## src/hw/rtl/tvs_pkg.sv

```systemverilog
// ----------------------------------------------------------------------------
// tvs_pkg
// shared types, constants and rom functions for the three-voice synth
// ----------------------------------------------------------------------------
`default_nettype none
package tvs_pkg;
   localparam int VoiceCount = 3;
   localparam int RegCount = 32;
   localparam logic [31:0] EnvTop = 32'hFF000000;
   localparam logic [31:0] HalfTurn = 32'h80000000;
   localparam logic [15:0] LfsrSeed = 16'hACE1;
   localparam logic [28:0] PhaseK = 29'd374823548;

   typedef enum logic [1:0] {
      CMD_WRITE = 2'd0,
      CMD_TICK = 2'd1,
      CMD_RESET = 2'd2,
      CMD_NONE = 2'd3
   } cmd_type;

   typedef enum logic [2:0] {
      ENV_IDLE = 3'd0,
      ENV_ATTACK = 3'd1,
      ENV_DECAY = 3'd2,
      ENV_SUSTAIN = 3'd3,
      ENV_RELEASE = 3'd4
   } env_type;

   typedef enum logic [2:0] {
      ST_IDLE,
      ST_FREQ,
      ST_VOICE,
      ST_SCALE,
      ST_OUT
   } state_type;

   // operation for the shared multiplier
   typedef struct packed {
      logic [16:0] a;
      logic [28:0] b;
   } mul_req_type;

   function automatic logic [31:0] attack_rom(input logic [3:0] idx);
      logic [31:0] r;
      case (idx)
         4'd0: r = 32'd48505556;
         4'd1: r = 32'd12126389;
         4'd2: r = 32'd6063194;
         4'd3: r = 32'd4042129;
         4'd4: r = 32'd2552924;
         4'd5: r = 32'd1732341;
         4'd6: r = 32'd1426634;
         4'd7: r = 32'd1212638;
         4'd8: r = 32'd970111;
         4'd9: r = 32'd388044;
         4'd10: r = 32'd194022;
         4'd11: r = 32'd121263;
         4'd12: r = 32'd97011;
         4'd13: r = 32'd32337;
         4'd14: r = 32'd19402;
         default: r = 32'd12126;
      endcase
      return r;
   endfunction

   function automatic logic [31:0] decay_rom(input logic [3:0] idx);
      logic [31:0] r;
      case (idx)
         4'd0: r = 32'd16168518;
         4'd1: r = 32'd4042129;
         4'd2: r = 32'd2021064;
         4'd3: r = 32'd1347376;
         4'd4: r = 32'd850974;
         4'd5: r = 32'd577447;
         4'd6: r = 32'd475544;
         4'd7: r = 32'd404212;
         4'd8: r = 32'd323370;
         4'd9: r = 32'd129348;
         4'd10: r = 32'd64674;
         4'd11: r = 32'd40421;
         4'd12: r = 32'd32337;
         4'd13: r = 32'd10779;
         4'd14: r = 32'd6467;
         default: r = 32'd4042;
      endcase
      return r;
   endfunction
endpackage
`default_nettype wire

```

## src/hw/rtl/tvs_mul.sv

```systemverilog
// ----------------------------------------------------------------------------
// tvs_mul
// shared registered multiplier, 17 x 29 bits
// ----------------------------------------------------------------------------
`default_nettype none
module tvs_mul (
   input  wire logic                clock,
   input  tvs_pkg::mul_req_type     req,
   output logic [45:0]              prod
);
   logic [45:0] prod_ff;
   always_ff @(posedge clock) begin
      prod_ff <= 46'(req.a) * 46'(req.b);
   end
   assign prod = prod_ff;
endmodule
`default_nettype wire

```

## src/hw/rtl/three_voice_synth_adsr.sv

```systemverilog
// ----------------------------------------------------------------------------
// three_voice_synth_adsr
// three-voice dds oscillator and adsr envelope sound generator
// ----------------------------------------------------------------------------
// Each request transaction is a register write (cmd 0), a sample tick (cmd 1)
// or a full sound reset (cmd 2); only a tick produces a response transaction
// carrying one unsigned 8-bit audio sample. The block handles one transaction
// at a time under a small sequencer around one shared 17x29 multiplier. A write
// that touches a frequency register also makes one multiplier pass for the
// phase step. A tick steps the voices and passes wave times level through the
// multiplier, then feeds the volume scale, then loads the output register.
// While an earlier sample still waits in the output register, writes keep
// flowing, but a new tick holds in its last step until the register frees. A
// reset command clears all voice state. cmd 3 is accepted and ignored.
`default_nettype none
module three_voice_synth_adsr (
   input  wire logic       clock,
   input  wire logic       reset,
   input  wire logic       req_valid,
   output logic            req_ready,
   input  wire logic [1:0] req_cmd,
   input  wire logic [4:0] req_reg_index,
   input  wire logic [7:0] req_reg_value,
   output logic            rsp_valid,
   input  wire logic       rsp_ready,
   output logic [7:0]      rsp_audio_sample
);
   localparam int Vc = tvs_pkg::VoiceCount;

   // copies of the bytes that the voices read every tick
   logic [15:0] freq_ff [Vc];
   logic [11:0] pw_ff [Vc];
   logic [7:0] ctrl_ff [Vc];
   logic [7:0] ad_ff [Vc];
   logic [7:0] sr_ff [Vc];
   logic [3:0] vol_ff;

   logic [31:0] phase_ff [Vc];
   logic [31:0] pstep_ff [Vc];
   logic [31:0] env_ff [Vc];
   logic [31:0] astep_ff [Vc];
   logic [31:0] dstep_ff [Vc];
   logic [31:0] rstep_ff [Vc];
   logic [7:0] sus_ff [Vc];
   tvs_pkg::env_type eph_ff [Vc];
   logic gate_ff [Vc];
   logic [15:0] lfsr_ff [Vc];
   logic nclk_ff [Vc];

   tvs_pkg::state_type state_ff, state_in;
   logic [4:0] cnt_ff;         // voice / pipeline step
   logic [1:0] fvoice_ff;      // voice whose phase step is being refreshed
   logic [9:0] mix_ff;         // sum of three voice products, at most 762
   logic [7:0] sample_ff;
   logic rsp_valid_ff;

   tvs_pkg::mul_req_type mreq;
   logic [45:0] prod;

   tvs_mul u_mul (.clock(clock), .req(mreq), .prod(prod));

   // voice under work in the tick pass
   logic [1:0] cv;
   assign cv = (cnt_ff < 5'(Vc)) ? cnt_ff[1:0] : 2'd0;

   // waveform and envelope step for the current voice
   logic [31:0] ph_new;
   logic [7:0] wave;
   logic clk27, lfsr_shift;
   logic [15:0] lfsr_new;
   logic [31:0] env_new;
   tvs_pkg::env_type eph_new;
   logic [32:0] asum;

   always_comb begin
      ph_new = phase_ff[cv] + pstep_ff[cv];
      clk27 = ph_new[27];
      lfsr_shift = clk27 && !nclk_ff[cv];
      lfsr_new = lfsr_ff[cv];
      if (lfsr_shift) begin
         lfsr_new = {lfsr_ff[cv][0] ^ lfsr_ff[cv][2] ^ lfsr_ff[cv][3] ^ lfsr_ff[cv][5],
                     lfsr_ff[cv][15:1]};
      end
      // noise, then pulse, then sawtooth, then triangle
      if (ctrl_ff[cv][7]) begin
         wave = lfsr_new[15:8];
      end else if (ctrl_ff[cv][6]) begin
         wave = (ph_new[31:20] < pw_ff[cv]) ? 8'hFF : 8'h00;
      end else if (ctrl_ff[cv][5]) begin
         wave = ph_new[31:24];
      end else if (ctrl_ff[cv][4]) begin
         wave = (ph_new < tvs_pkg::HalfTurn) ? ph_new[30:23] : ~ph_new[30:23];
      end else begin
         wave = 8'd0;
      end

      env_new = env_ff[cv];
      eph_new = eph_ff[cv];
      asum = 33'(env_ff[cv]) + 33'(astep_ff[cv]);
      case (eph_ff[cv])
         tvs_pkg::ENV_ATTACK: begin
            if (asum[32] || asum[31:0] >= tvs_pkg::EnvTop) begin
               env_new = tvs_pkg::EnvTop;
               eph_new = (sus_ff[cv] != 8'hFF) ? tvs_pkg::ENV_DECAY : tvs_pkg::ENV_SUSTAIN;
            end else begin
               env_new = asum[31:0];
            end
         end
         tvs_pkg::ENV_DECAY: begin
            if (env_ff[cv] <= dstep_ff[cv] || env_ff[cv][31:24] <= sus_ff[cv]) begin
               env_new = {sus_ff[cv], 24'd0};
               eph_new = tvs_pkg::ENV_SUSTAIN;
            end else begin
               env_new = env_ff[cv] - dstep_ff[cv];
            end
         end
         tvs_pkg::ENV_SUSTAIN: env_new = {sus_ff[cv], 24'd0};
         tvs_pkg::ENV_RELEASE: begin
            if (env_ff[cv] <= rstep_ff[cv]) begin
               env_new = 32'd0;
               eph_new = tvs_pkg::ENV_IDLE;
            end else begin
               env_new = env_ff[cv] - rstep_ff[cv];
            end
         end
         default: ;
      endcase
   end

   // volume divide by 45: reciprocal 1456/65536 is never above the true
   // quotient and at most one below, so one correction step is enough
   logic [13:0] scaled;
   logic [7:0] q0;
   logic [13:0] rem;
   logic out_free;
   assign scaled = 14'(mix_ff) * 14'(vol_ff);
   // output register is empty or being drained this cycle
   assign out_free = !rsp_valid_ff || rsp_ready;

   // request decode
   logic req_fire;
   logic [2:0] wvoice;
   logic [2:0] wreg;
   tvs_pkg::cmd_type cmd;
   assign req_fire = req_valid && req_ready;
   assign cmd = tvs_pkg::cmd_type'(req_cmd);
   always_comb begin
      wvoice = 3'd3;
      wreg = 3'd0;
      for (int v = 0; v < Vc; v++) begin
         if (req_reg_index >= 5'(7 * v) && req_reg_index < 5'(7 * v + 7)) begin
            wvoice = 3'(v);
            wreg = 3'(req_reg_index - 5'(7 * v));
         end
      end
   end

   // sequencer
   always_comb begin
      state_in = state_ff;
      mreq = '0;
      req_ready = 1'b0;
      unique case (state_ff)
         tvs_pkg::ST_IDLE: begin
            req_ready = 1'b1;
            if (req_fire) begin
               unique case (cmd)
                  tvs_pkg::CMD_WRITE: begin
                     if (wvoice != 3'd3 && (wreg == 3'd0 || wreg == 3'd1)) begin
                        state_in = tvs_pkg::ST_FREQ;
                     end
                  end
                  tvs_pkg::CMD_TICK: state_in = tvs_pkg::ST_VOICE;
                  default: ;
               endcase
            end
         end
         tvs_pkg::ST_FREQ: begin
            mreq.a = {1'b0, freq_ff[fvoice_ff]};
            mreq.b = tvs_pkg::PhaseK;
            if (cnt_ff == 5'd1) state_in = tvs_pkg::ST_IDLE;
         end
         tvs_pkg::ST_VOICE: begin
            mreq.a = {9'd0, wave};
            mreq.b = 29'(env_new[31:24]);
            if (cnt_ff == 5'(Vc)) state_in = tvs_pkg::ST_SCALE;
         end
         tvs_pkg::ST_SCALE: begin
            mreq.a = {3'd0, scaled};
            mreq.b = 29'd1456;
            state_in = tvs_pkg::ST_OUT;
         end
         tvs_pkg::ST_OUT: begin
            // keep the scale product steady while the output register is busy
            mreq.a = {3'd0, scaled};
            mreq.b = 29'd1456;
            if (out_free) state_in = tvs_pkg::ST_IDLE;
         end
         default: state_in = tvs_pkg::ST_IDLE;
      endcase
   end

   always_comb begin
      q0 = prod[23:16];
      rem = scaled - 14'(q0) * 14'd45;
   end

   always_ff @(posedge clock) begin
      if (reset) begin
         state_ff <= tvs_pkg::ST_IDLE;
         cnt_ff <= '0;
         rsp_valid_ff <= 1'b0;
      end else begin
         state_ff <= state_in;
         if (state_in != state_ff) cnt_ff <= '0;
         else cnt_ff <= cnt_ff + 5'd1;
         if (state_ff == tvs_pkg::ST_OUT && out_free) rsp_valid_ff <= 1'b1;
         else if (rsp_valid_ff && rsp_ready) rsp_valid_ff <= 1'b0;
      end
   end

   // voice state
   always_ff @(posedge clock) begin
      if (reset || (req_fire && cmd == tvs_pkg::CMD_RESET)) begin
         vol_ff <= '0;
         mix_ff <= '0;
         for (int v = 0; v < Vc; v++) begin
            freq_ff[v] <= '0;
            pw_ff[v] <= '0;
            ctrl_ff[v] <= '0;
            ad_ff[v] <= '0;
            sr_ff[v] <= '0;
            phase_ff[v] <= '0;
            pstep_ff[v] <= '0;
            env_ff[v] <= '0;
            astep_ff[v] <= '0;
            dstep_ff[v] <= '0;
            rstep_ff[v] <= '0;
            sus_ff[v] <= '0;
            eph_ff[v] <= tvs_pkg::ENV_IDLE;
            gate_ff[v] <= 1'b0;
            lfsr_ff[v] <= tvs_pkg::LfsrSeed;
            nclk_ff[v] <= 1'b0;
         end
      end else begin
         if (req_fire && cmd == tvs_pkg::CMD_WRITE) begin
            if (req_reg_index == 5'd24) vol_ff <= req_reg_value[3:0];
            if (wvoice != 3'd3) begin
               fvoice_ff <= wvoice[1:0];
               unique case (wreg)
                  3'd0: freq_ff[wvoice[1:0]][7:0] <= req_reg_value;
                  3'd1: freq_ff[wvoice[1:0]][15:8] <= req_reg_value;
                  3'd2: pw_ff[wvoice[1:0]][7:0] <= req_reg_value;
                  3'd3: pw_ff[wvoice[1:0]][11:8] <= req_reg_value[3:0];
                  3'd4: begin
                     ctrl_ff[wvoice[1:0]] <= req_reg_value;
                     if (req_reg_value[0] && !gate_ff[wvoice[1:0]]) begin
                        phase_ff[wvoice[1:0]] <= '0;
                        env_ff[wvoice[1:0]] <= '0;
                        eph_ff[wvoice[1:0]] <= tvs_pkg::ENV_ATTACK;
                     end else if (!req_reg_value[0] && gate_ff[wvoice[1:0]]) begin
                        eph_ff[wvoice[1:0]] <= tvs_pkg::ENV_RELEASE;
                     end
                     gate_ff[wvoice[1:0]] <= req_reg_value[0];
                  end
                  // either envelope byte refreshes all four envelope settings
                  3'd5: begin
                     ad_ff[wvoice[1:0]] <= req_reg_value;
                     astep_ff[wvoice[1:0]] <= tvs_pkg::attack_rom(req_reg_value[7:4]);
                     dstep_ff[wvoice[1:0]] <= tvs_pkg::decay_rom(req_reg_value[3:0]);
                     rstep_ff[wvoice[1:0]] <= tvs_pkg::decay_rom(sr_ff[wvoice[1:0]][3:0]);
                     sus_ff[wvoice[1:0]] <= 8'(sr_ff[wvoice[1:0]][7:4]) * 8'd17;
                  end
                  3'd6: begin
                     sr_ff[wvoice[1:0]] <= req_reg_value;
                     astep_ff[wvoice[1:0]] <= tvs_pkg::attack_rom(ad_ff[wvoice[1:0]][7:4]);
                     dstep_ff[wvoice[1:0]] <= tvs_pkg::decay_rom(ad_ff[wvoice[1:0]][3:0]);
                     rstep_ff[wvoice[1:0]] <= tvs_pkg::decay_rom(req_reg_value[3:0]);
                     sus_ff[wvoice[1:0]] <= 8'(req_reg_value[7:4]) * 8'd17;
                  end
                  default: ;
               endcase
            end
         end
         if (state_ff == tvs_pkg::ST_FREQ && cnt_ff == 5'd1) begin
            pstep_ff[fvoice_ff] <= {2'b00, prod[45:16]};
         end
         if (req_fire && cmd == tvs_pkg::CMD_TICK) mix_ff <= '0;
         if (state_ff == tvs_pkg::ST_VOICE) begin
            if (cnt_ff < 5'(Vc)) begin
               phase_ff[cv] <= ph_new;
               env_ff[cv] <= env_new;
               eph_ff[cv] <= eph_new;
               if (ctrl_ff[cv][7]) begin
                  lfsr_ff[cv] <= lfsr_new;
                  nclk_ff[cv] <= clk27;
               end
            end
            // add the registered product of the previous voice
            if (cnt_ff != 5'd0) mix_ff <= mix_ff + 10'(prod[15:8]);
         end
      end
   end

   always_ff @(posedge clock) begin
      if (state_ff == tvs_pkg::ST_OUT && out_free) begin
         sample_ff <= (rem >= 14'd45) ? q0 + 8'd1 : q0;
      end
   end

   assign rsp_valid = rsp_valid_ff;
   assign rsp_audio_sample = sample_ff;
endmodule
`default_nettype wire

```

## config.mk

```make
export PLATFORM = sky130hd
export DESIGN_NAME = three_voice_synth_adsr
export DESIGN_NICKNAME = d
export VERILOG_FILES = /design/src/hw/rtl/tvs_pkg.sv /design/src/hw/rtl/tvs_mul.sv /design/src/hw/rtl/three_voice_synth_adsr.sv
export SDC_FILE = /design/constraint.sdc
export NUM_CORES = 2
export LEC_CHECK = 0
export BUFFER_PORTS_ARGS = -buffer_cell sky130_fd_sc_hd__buf_2
export CAP_MARGIN = 10
export CORE_MARGIN = 4
export CORE_UTILIZATION = 50
export DETAILED_ROUTE_END_ITERATION = 8
export PLACE_DENSITY = 0.65
export SLEW_MARGIN = 20
export SYNTH_ARGS = -nofsm -noshare
export SYNTH_HDL_FRONTEND = slang
export SYNTH_SLANG_ARGS = --single-unit
export TNS_END_PERCENT = 10
```

## constraint.sdc

```tcl
create_clock -name clock -period 38.1 [get_ports clock]
set_input_delay 1.905 -clock clock [delete_from_list [all_inputs] [get_ports clock]]
set_output_delay 1.905 -clock clock [all_outputs]
set_load 0.005 [all_outputs]
```

======== Word-level counts from Yosys, hierarchy flattened ========
Memories as Yosys holds them, arrays and structs flattened. A register that Yosys moved wholly into a read port is not among the register bits.
Index checks and enable logic that the tools add are counted.
storage, ports and cells
  memory bits (writable) .................. 813
  bits in read-only memories .............. 2336
  flip-flop bits (word level) ............. 79
  memories kept ........................... 22
  input bits .............................. 19
operators by class
  add/sub/neg operators ................... 10
  bitwise logic cells ..................... 10
  magnitude comparators ................... 14
  eq/ne operators ......................... 22
  reductions and logical operators ........ 51
  multipliers ............................. 5
  muxes and demuxes ....................... 187
memory list
  name              words  bits a word  rd ports  clocked after Yosys merged registers in  wr ports  line           RTL
  (name not given)  16     25           1         0                                        0         tvs_pkg.sv:45  case (idx)
  (name not given)  16     25           1         0                                        0         tvs_pkg.sv:45
  (name not given)  16     24           1         0                                        0         tvs_pkg.sv:68  case (idx)
  (name not given)  16     24           1         0                                        0         tvs_pkg.sv:68
  (name not given)  16     24           1         0                                        0         tvs_pkg.sv:68
  (name not given)  16     24           1         0                                        0         tvs_pkg.sv:68
  +16 memories      -      -            -         -                                        -         -
operator list
  cell                  number
  $mux 32               37
  $reduce_or 32->1      7
  $pmux 45 s3           1
  $pmux 32 s4           1
  $mux 8                12
  $mux 1                85
  $le 32x32->1          2
  $sub 32x32->32        2
  $mux 16               3
  $mux 2                24
  $mux 3                16
  $mul 16x29->45        1
  $add 32x32->33        1
  $add 32x32->32        1
  $ge 32x32->1 const B  1
  $lt 32x32->1 const B  1
  $reduce_or 16->1      2
  $reduce_or 8->1       4
  $mux 10               3
  $mux 30               1
  $reduce_or 30->1      1
  $eq 3x2->1 const B    6
  $mul 4x5->8 const B   2
  $eq 3x3->1 const B    5
  other kinds (47)      80

======== Depth between registers and ports, before layout ========
An unclocked memory read counts as a cell.
  word-level depth ........................ 18
  gate-level depth with buffers ........... 64

======== Modules after synthesis ========
From an unflattened synthesis, not the netlist that was laid out.
second synthesis, totals
  cells, all modules ...................... 6945
  area, all modules ....................... 65273.9 um^2
by module, submodules not included
  module                  times used  cells an instance  seq. area each (um^2)  area an instance (um^2)
  three_voice_synth_adsr  1           5049               23232.3                48587.8
  tvs_mul                 1           1896               920.9                  16686.0

======== Worst setup path before layout ========
Ideal clock, no wire load.
  kind .................................... register to register
  start point ............................. reg cnt_ff[1]
  end point ............................... reg u_mul.prod_ff[44], in the netlist u_mul.prod[44]
  slack ................................... 24.560 ns
  data arrival time ....................... 13.419 ns
  path buffers ............................ 12
  stages on the path, launching flop included .. 59
  path through ............................ dfxtp_1 > buf_2 > clkbuf_1 > clkbuf_1 > buf_2 > buf_1 > buf_1 > buf_1 > clkbuf_1 > clkbuf_1 > clkbuf_1 > clkbuf_1 > clkbuf_1 > a21oi_1 > ha_1 > inv_1 > fa_1 > nand2b_1 > [23 not listed] > fa_1 > inv_1 > ha_1 > inv_1 > fa_1 > fa_1 > fa_1 > inv_1 > ha_1 > and4_1 > a221oi_1 > o41ai_4 > a41o_2 > a211oi_2 > o21ai_2 > a31oi_2 > o21bai_2 > xnor2_1
on the way
  word-level cells in the longest chain between the ends .. 12
  elaborated cells on any way between the ends .. 49
RTL lines
  what                                          line                           RTL
  start: declaration                            three_voice_synth_adsr.sv:51   logic [4:0] cnt_ff;
  start signal: assignment                      three_voice_synth_adsr.sv:216  else cnt_ff <= cnt_ff + 5'd1;
  $lt 5x2->1                                    three_voice_synth_adsr.sv:64   assign cv = (cnt_ff < 5'(Vc)) ? cnt_ff[1:0] : 2'd0;
  $mux 2 (*)                                    three_voice_synth_adsr.sv:64
  $mem_v2 3x32 or $mem_v2 3x30 (tied branches)  -
  $add 32x32->32                                three_voice_synth_adsr.sv:76   ph_new = phase_ff[cv] + pstep_ff[cv];
  $lt 32x32->1 or $not 8->8 (tied branches)     three_voice_synth_adsr.sv:92   wave = (ph_new < tvs_pkg::HalfTurn) ? ph_new[30:23] : ~ph_new[30:23];
  $mux 8                                        three_voice_synth_adsr.sv:92
  $mux 8                                        three_voice_synth_adsr.sv:91   end else if (ctrl_ff[cv][4]) begin
  $mux 8                                        three_voice_synth_adsr.sv:89   end else if (ctrl_ff[cv][5]) begin
  $mux 8                                        three_voice_synth_adsr.sv:87   end else if (ctrl_ff[cv][6]) begin
  $mux 8                                        three_voice_synth_adsr.sv:85   if (ctrl_ff[cv][7]) begin
  $pmux 45 s3 (*)                               three_voice_synth_adsr.sv:163  unique case (state_ff)
  $mul 16x29->45 (*)                            tvs_mul.sv:13                  prod_ff <= 46'(req.a) * 46'(req.b);
  end signal: assignment                        tvs_mul.sv:13
  end: declaration                              tvs_mul.sv:11                  logic [45:0] prod_ff;
Mark *: on every way between the ends. The rest lies on a longest branch, timed or not.
A chain may end at the register's enable or synchronous reset.

======== Worst setup path in the final report ========
Ends and elaborated chain as after synthesis.

==> reports/metrics.yaml <==
setup_path:
  crit_fanout: 70
  cp.required_ps: 38660
  cp_common_cell: "fa_1"
  path_class: "reg -> reg"
  slowest_delay_ps: 890
  startpoint_type: "flip-flop"
  critPathTopFamily: "compound AO/OA/AOI/OAI gates"
  slowest_stage: "a221oi_1"
  cp.arrival_ps: 14760
  cp_num_buf_inv: 6
  end_kind: "flip-flop"
placed_design:
  hpwl_um: 132000
  portBuffers: 28
  placed_area_sq_mm: 0.0628
  gp_congestion: 0.965
cts:
  clk-insertion-delay-late_ps: 720
  cts.sinks: 816
  cts_hold_buf: 0
  root_buffer: "clkbuf_16"
  h-tree-depth: 3
  numCtsBuffers: 89
  clock_path_buffers: 3
  post_cts_buffers: 0
  cts_resized: 0
  cts_tree: "yes"
  clk_pin_slew_worst_paths_ps: 60
status:
  status: "complete, no violations"
synth:
  synthMuxAreaShare: 0.0106
  yosysSeqAreaShare: 0.392
  synth-seq-cells: 816
  synthArstFlopShare: 0
  synth-compound-area-share: 0.161
  synthSimpleGateAreaFrac: 0.173
  synthAdderAreaFrac: 0.179
  synth_edf_count: 754
  postSynthCellCount: 6438
  synth_xor_area_frac: 0.0265
  synthFlopType: "edfxtp_1"
  synth_area_sq_mm: 0.0609
  synth_area_per_cell_sq_um: 9.45
  synth_top_family_by_area: "adder cells"
  yosysUniqueCellTypes: 105
  synth_warnings: 0
die:
  rows: 127
  chipWidth_um: 357
  dieArea_sq_mm: 0.127
  start_util: 0.505
  coreArea_sq_mm: 0.120
  die_h_um: 357
  num_io_pins: 29
routing:
  postRouteAntennaNets: 0
  drt_iter0_markers: 5792
  vias: 49500
  wl_per_cell_um: 23.4
  drc: 0
  wirelength_um: 188000
  dr.pass1.iters: 6
  avgViaCountPerCell: 6.18
timing:
  setup_viol: 0
  worstMarginPinSlew_ps: 1160
  skew_ps: 53.3
  tns_ps: 0
  drv_slew: 0
  fin_crit_ps: 14200
  max_clock_freq_mhz: 70.4
  hold_violations: 0
  period_share: 0.373
  slew_headroom: 0.219
  rsz0062_at_grt: "false"
global_route:
  gr-total-overflow: 0
  grt.total_usage: 0.292
  grt_pass1_vias: 47100
  grt_max_degree: 172
  antenna_found_initial: 8
  grt_pass1_wl_um: 287000
finish:
  nNetsFinal: 7032
  area_growth_pct: 8.16
  fillers: 10800
  final_cell_mix: "nor2_1 (908), edfxtp_1 (754), inv_1 (515), a21oi_1 (401), ha_1 (385)"
  drive_gt1_frac: 0.0614
  finalInstanceArea_sq_mm: 0.0658
  final_common_cell: "nor2_1"
power_and_ir_drop:
  power.total_mw: 4.73
  powerDensity_mw_per_mm2: 71.9
  vdd_drop_max_v: 0.000112
  p_leak_nw: 26.8
flow_run:
  cap_violations: 0
worst_hold_path:
  worstHoldPathType: "reg -> reg"
==> layer usage <==
layer / wire length [um] / vias up / global-route usage
met5: 51 / - / 0
met4: 4520 / 4 / 0.0731
li1: - / 22600 / -
met1: 82800 / 24200 / 0.442
met3: 20000 / 306 / 0.0632
met2: 80200 / 2401 / 0.426
==> path summary, 6_finish.rpt <==
path                  startpoint  slack, ps               to  cells past startpoint
setup / recovery       cnt_ff[1]      23900   u_mul.prod[44]                     42
hold / removal    u_mul.prod[33]        540  pstep_ff[2][17]                      1
setup reg to reg       cnt_ff[1]      23900   u_mul.prod[44]                     42
hold reg to reg   u_mul.prod[33]        540  pstep_ff[2][17]                      1
==> power by group <==
group	leakage, nW	switching [mW]	internal (mW)	total [mW]
clock network	1.47	0.386	0.527	0.913
registers	8.29	0.0536	1.05	1.10
logic	17.1	1.71	1.01	2.72
total	26.8	2.15	2.58	4.73
==> flip-flops by register name, indices dropped and copies added, names as in the netlist, 9 cells and up, named ones only <==
name,flops
u_mul.prod,37
ctrl_ff,16
lfsr_ff,48
sus_ff,12
ad_ff,32
pstep_ff,87
sr_ff,32
pw_ff,36
astep_ff,75
mix_ff,10
env_ff,96
eph_ff,9
freq_ff,64
rstep_ff,69
dstep_ff,69
phase_ff,96
==> synth_stat cells (31+ instances only) <==
cell,n,share of area
xor2_1,52,0.0075
o211ai_1,81,0.010
nand2b_1,48,0.0049
o22ai_1,198,0.020
a21oi_1,405,0.033
mux2i_1,31,0.0051
a21o_1,71,0.0088
dfxtp_1,62,0.020
nor2_1,912,0.056
buf_1,33,0.0020
o21a_1,37,0.0046
xnor2_1,132,0.019
nand2_1,370,0.023
a211oi_1,43,0.0053
o21ai_0,311,0.026
ha_1,385,0.079
fa_1,304,0.10
inv_1,515,0.032
nor3_1,316,0.026
nor2b_1,56,0.0058
edfxtp_1,754,0.37
and3_1,39,0.0040
o31ai_1,62,0.0076
nand3_1,76,0.0062
and2_1,171,0.018
a221oi_1,34,0.0049
a31oi_1,36,0.0037
clkbuf_1,350,0.022
o21bai_1,32,0.0039
or3_1,138,0.014
==> cell type report <==
type	count	area, sq um	share of cell area
inverter	526	1990	0.0302
timing repair buffer	136	988	0.0150
antenna	3	7.51	0.000114
clock buffer	106	2310	0.0351
multi-input combinational	4755	33900	0.515
tap	1612	2020	0.0306
clock inverter	60	738	0.0112
sequential	816	23900	0.363
==> stage by stage <==
step                utilization  worst slack [ps]  hold slack, ps  std cells
finish                    0.547             23900             539       8014
global route              0.547             23170             592       8013
CTS                       0.547             24100             540       8011
detailed placement        0.521             24100             531       7845
global placement          0.521             24390             529       7844
floorplan                     -             24560             458       6491
==> logic make-up (layout without fill, tap and decap cells) <==
kind of cell,count (synthesis),after routing
muxes,48,48
and+or+nand+nor,2254,2254
other,2,58
adders and majority gates,691,691
xor gates and xnor gates,184,184
buffers and inverters,920,828
AOI/OAI and AO/OA,1523,1523
DFF,816,816
Power figures use the tool's default switching activity.
